[src/hdl/qsq_pkg.sv]
// Shared constants, status codes and latency helpers for the quad-to-square map.
`default_nettype none
package qsq_pkg;

  localparam int COORD_BITS_DEF = 16;
  localparam int FRAC_BITS_DEF  = 16;
  localparam int OUT_BITS       = 21;
  localparam int STAT_BITS      = 2;
  localparam int CFG_IDX_BITS   = 3;
  localparam int MUL_DIG        = 16;
  localparam int CORNER_SIDE    = 256;
  localparam int REG_COUNT      = 8;

  typedef enum logic [STAT_BITS-1:0] {
    STAT_OK       = 2'd0,
    STAT_DEGEN    = 2'd1,
    STAT_ZERO_DEN = 2'd2
  } map_stat_t;

  typedef enum logic [CFG_IDX_BITS-1:0] {
    REG_C00X, REG_C00Y, REG_C10X, REG_C10Y, REG_C11X, REG_C11Y, REG_C01X, REG_C01Y
  } reg_idx_t;

  // Cycles through qsq_mul for a multiplier operand of bw bits.
  function automatic int mul_lat(input int bw);
    return (bw + MUL_DIG - 1) / MUL_DIG + 2;
  endfunction

endpackage
`default_nettype wire

[src/hdl/qsq_mul.sv]
// Pipelined signed multiplier, one MUL_DIG-bit digit of b per stage.
`default_nettype none
module qsq_mul
  import qsq_pkg::*;
#(
  parameter int AW = 35,
  parameter int BW = 35
) (
  input  wire logic                 clk,
  input  wire logic signed [AW-1:0] a,
  input  wire logic signed [BW-1:0] b,
  output logic signed [AW+BW-1:0]   p
);

  localparam int ND  = (BW + MUL_DIG - 1) / MUL_DIG;
  localparam int BPW = ND * MUL_DIG;
  localparam int EW  = AW + BPW;

  logic [AW-1:0]  ua_r  [0:ND];
  logic [BPW-1:0] ub_r  [0:ND];
  logic           neg_r [0:ND];
  logic [EW-1:0]  acc_r [0:ND];
  logic signed [AW+BW-1:0] p_r;

  always_ff @(posedge clk) begin
    ua_r[0]  <= a[AW-1] ? AW'(-a) : AW'(a);
    ub_r[0]  <= b[BW-1] ? BPW'(BW'(-b)) : BPW'(BW'(b));
    neg_r[0] <= a[AW-1] ^ b[BW-1];
    acc_r[0] <= '0;
  end

  for (genvar j = 1; j <= ND; j++) begin : g_dig
    logic [AW+MUL_DIG-1:0] pp;
    assign pp = ua_r[j-1] * ub_r[j-1][(j-1)*MUL_DIG +: MUL_DIG];
    always_ff @(posedge clk) begin
      ua_r[j]  <= ua_r[j-1];
      ub_r[j]  <= ub_r[j-1];
      neg_r[j] <= neg_r[j-1];
      acc_r[j] <= acc_r[j-1] + (EW'(pp) << ((j-1)*MUL_DIG));
    end
  end

  always_ff @(posedge clk) begin
    p_r <= neg_r[ND] ? (AW+BW)'(-acc_r[ND]) : (AW+BW)'(acc_r[ND]);
  end

  assign p = p_r;

endmodule
`default_nettype wire

[config.mk]
export PLATFORM = sky130hd
export DESIGN_NAME = qsq_mul
export DESIGN_NICKNAME = d
export VERILOG_FILES = /design/src/hdl/qsq_pkg.sv /design/src/hdl/qsq_mul.sv
export SDC_FILE = /design/constraint.sdc
export NUM_CORES = 2
export LEC_CHECK = 0
export BUFFER_PORTS_ARGS = -buffer_cell sky130_fd_sc_hd__buf_4
export CAP_MARGIN = 20
export CORE_ASPECT_RATIO = 0.9
export CORE_UTILIZATION = 55
export CTS_CLUSTER_DIAMETER = 200
export DETAILED_ROUTE_END_ITERATION = 10
export PLACE_DENSITY = 0.81
export SYNTH_ARGS = -nofsm -noshare
export SYNTH_HDL_FRONTEND = slang
export SYNTH_SLANG_ARGS = --single-unit
[constraint.sdc]
create_clock -name clk -period 10.45 [get_ports clk]
set_input_delay 0 -clock clk [delete_from_list [all_inputs] [get_ports clk]]
set_output_delay 0 -clock clk [all_outputs]
set_load 0.1 [all_outputs]
==> key figures <==
Outcome
  – Status: finished clean

CTS
  – Clock Sinks: 428
  – Worst skew pair latency: 0.67 ns
  – Clk slew on worst S/H paths: 0.06 ns
  – Clk buf depth: 3
  – Post-cts resize count: 0
  – CTS tree: yes
  – Clock Tree Root: clkbuf_16
  – CTS Buf Count: 52
  – Number of H-tree levels: 2

Worst setup path
  – Crit path to: acc_r[2][66]
  – CP Max Fanout: 17
  – Worst Setup SP: ua_r[1][17]
  – CP most frequent cell: fa_1
  – Slowest stage delay, CP: 0.96 ns
  – Critical Path RT: 11.05 ns
  – Setup crit end kind: flip-flop
  – Reg2reg end: acc_r[2][66]
  – Reg-to-reg startpoint: ua_r[1][17]
  – WP data arrival: 9.91 ns
  – Setup CP Type: flip-flop to flip-flop
  – Max stage delay cell, worst path: dfxtp_1
  – R2r worst-path depth: 30
  – Startpoint Class: flip-flop
  – Flop2flop setup slack: 1.14 ns

Layout
  – Area Growth Syn to Fin: 9.236%
  – Finished Core Util: 60.97%
  – Final nets: 8306
  – Share of layout cells above drive strength 1: 4.974%
  – Final std cells w/o fill: 8095

Global route
  – First-pass GRT wire length: 263.3 mm
  – Largest net degree at the start of global routing: 71
  – GRT overflow: 0
  – Vias in the first global route: 48.93k
  – Initial antenna violation count: 19
  – Total Routing Usage GR: 30.70%

Detailed routing
  – Routed Antenna Nets: 0
  – DRT iter0 DRCs: 3342
  – Drt pass-1 iters: 6
  – Via/cell ratio: 5.601
  – DR WL/cell: 20.40 um
  – DRT Wirelength: 165.1 mm
  – Total number of vias: 45.34k
  – DRC: 0

Synthesis
  – Synth cell types: 77
  – Post-synthesis sequential area ratio: 14.20%
  – Syn. warnings: 0
  – Adder-cell area share of the yosys netlist: 49.31%
  – Area leader, netlist: fa_1
  – Synth area leaders: fa_1 41%, dfxtp_1 14%, ha_1 8.5%
  – Mux share of post-synthesis cell area: 0%
  – Synth Area in Simple Gates: 14.07%
  – Synth Area in XOR/XNOR: 4.992%
  – Post-synth EDFFs: 0
  – Synth Register Bits: 428
  – Post-synth top flop: dfxtp_1
  – Synth top area share: 40.77%
  – Largest family of logic cells by synthesized area: adder cells
  – Asr flop ratio synth: 0%
  – Mapped Cells: 6452
  – Syn Nets: 8164
  – Cell Area, Synth: 0.06035 sq mm
  – Synth Area in Compound Gates: 7.820%
  – Mapped Avg Cell Area: 9.354 sq um

Floorplan
  – DIE HEIGHT: 316.3 um
  – # IOs: 141
  – Number of cell rows: 114
  – Initial Util: 55.82%
  – Chip width: 351.2 um
  – Core ar.: 0.1081 sq mm
  – Die ar.: 0.1111 sq mm

STA
  – Tightest Pin Transition: 1.255 ns
  – Period utilisation layout: 89.05%
  – Setup TNS: 0 ns
  – Final Hold Vio Count: 0
  – Endpoints failing setup: 0
  – F_max: 107.5 MHz
  – Slew Limit Fails: 0
  – Worst clock skew: 0.03733 ns
  – Slew margin rel.: 16.25%
  – Fin crit period: 9.306 ns
  – RSZ-0062 raised after global routing: no

Place
  – Gpl congestion: 0.9810
  – DP Cell Count: 7860
  – Post-DP HPWL: 128.6 mm
  – PortBufs: 140

Job
  – Max Cap Violations: 0

Worst hold path
  – Worst Hold Class: input port to flip-flop
  – Min-delay src: a[0]
==> Yosys cell counts, drive strengths merged, types with 4 or more instances <==
cell type,instances
fa,1229
o31ai,55
a22oi,5
buf,4
a21boi,6
and2,412
a221oi,4
nand2,963
a31o,4
o31a,7
or2,13
or3,37
o41ai,23
inv,1301
a31oi,18
dfxtp,428
and3,27
nand3,46
xnor2,276
o211ai,17
a311oi,7
nand2b,35
nand4,21
o21ai,138
and4,8
ha,412
o21bai,24
a21o,126
nor2b,26
nor4,11
nor3,39
a211o,6
a211oi,27
a41oi,6
or4,25
a21oi,173
o22ai,5
xor2,68
nor2,110
o21a,36
clkbuf,237
==> metal layers <==
| metal | routed length, um | share of wire (%) | global-route usage [%] | up-vias |
|---|---|---|---|---|
| li1 | - | - | - | 19930 |
| met4 | 6959 | 4.2 | 12.03 | 12 |
| met2 | 74920 | 45 | 48.89 | 2373 |
| met1 | 64110 | 39 | 39.08 | 22500 |
| met5 | 81 | 0.049 | 0 | - |
| met3 | 19070 | 12 | 9.679 | 530 |
==> cells by family (layout without fill, tap and decap cells) <==
group	Yosys count	after routing
adders and majority gates	1641	1641
other	0	11
AOI/OAI and AO/OA	712	712
and+or+nand+nor	1785	1785
buffers and inverters	1542	1724
DFF	428	428
xor gates and xnor gates	344	344
==> repair_timing <==
action	in CTS	in global routing
hold buffers	130	0
setup endpoints to repair	0	0
buffers inserted	0	0
hold endpoints to repair	71	0
==> cell type report <==
class | count | area, sq um
multi-input cells | 4482 | 45980
fillers | 8806 | 42200
flip-flops and latches | 428 | 8583
inverters | 1301 | 4883
repair buffers | 329 | 2795
well taps | 1450 | 1814
clock buffers | 65 | 1410
clock inverters | 29 | 425.4
diodes | 11 | 27.53
==> flip-flops by register name, indices dropped and copies added, names as in the netlist <==
name   cells
acc_r    192
ua_r     105
ub_r      57
neg_r      4
p         70
==> layout by cell type (no fill, tap or decap), drive strengths merged, types with 11 or more instances in the layout <==
master | synthesis | layout
inv | 1301 | 1308
fa | 1229 | 1229
nand2 | 963 | 963
dfxtp | 428 | 428
and2 | 412 | 412
ha | 412 | 412
xnor2 | 276 | 276
buf | 4 | 199
a21oi | 173 | 173
o21ai | 138 | 138
dlygate4sd3 | 0 | 130
a21o | 126 | 126
nor2 | 110 | 110
xor2 | 68 | 68
clkbuf | 237 | 65
o31ai | 55 | 55
nand3 | 46 | 46
nor3 | 39 | 39
or3 | 37 | 37
o21a | 36 | 36
nand2b | 35 | 35
and3 | 27 | 27
a211oi | 27 | 27
nor2b | 26 | 26
or4 | 25 | 25
o21bai | 24 | 24
o41ai | 23 | 23
nand4 | 21 | 21
a31oi | 18 | 18
o211ai | 17 | 17
or2 | 13 | 13
clkinv | 0 | 13
diode | 0 | 11
nor4 | 11 | 11
==> worst min-delay path by stage <==
| stage | slack, ns | cells past startpoint | to |
|---|---|---|---|
| floorplan | 0.03 | 0 | ua_r[0][0] |
| global placement | 0.13 | 1 | ub_r[0][0] |
| detailed placement | 0.13 | 1 | ub_r[0][0] |
| CTS | 0.007 | 2 | ub_r[0][0] |
| global route | 0.01 | 2 | ua_r[0][0] |
| finish | 0.03 | 2 | ua_r[0][0] |
==> critical path: cells and delay by family (launching register included) <==
kind	cells	cell delay, ns
fa+ha+maj	8	3.95
flops	1	0.96
compound gates	8	2.29
xor+xnor	2	0.29
simple gates	7	1.48
buf+inv	5	0.29
==> stage by stage <==
| stage | instance area (sq um) | setup WS (ns) | hold WS, ns |
|---|---|---|---|
| after floorplan | 60350 | 2.035 | 0.02772 |
| after global placement | 62760 | 1.316 | 0.1286 |
| after CTS | 65900 | 1.257 | 0.006697 |
| final | 65920 | 1.144 | 0.02674 |
| after global routing | 65920 | 0.5209 | 0.01137 |
| after detailed placement | 62760 | 1.246 | 0.1291 |
Power is left out: the tool's default activity adds up to more than one toggle a clock period on the data nets, which glitch-free logic cannot reach.
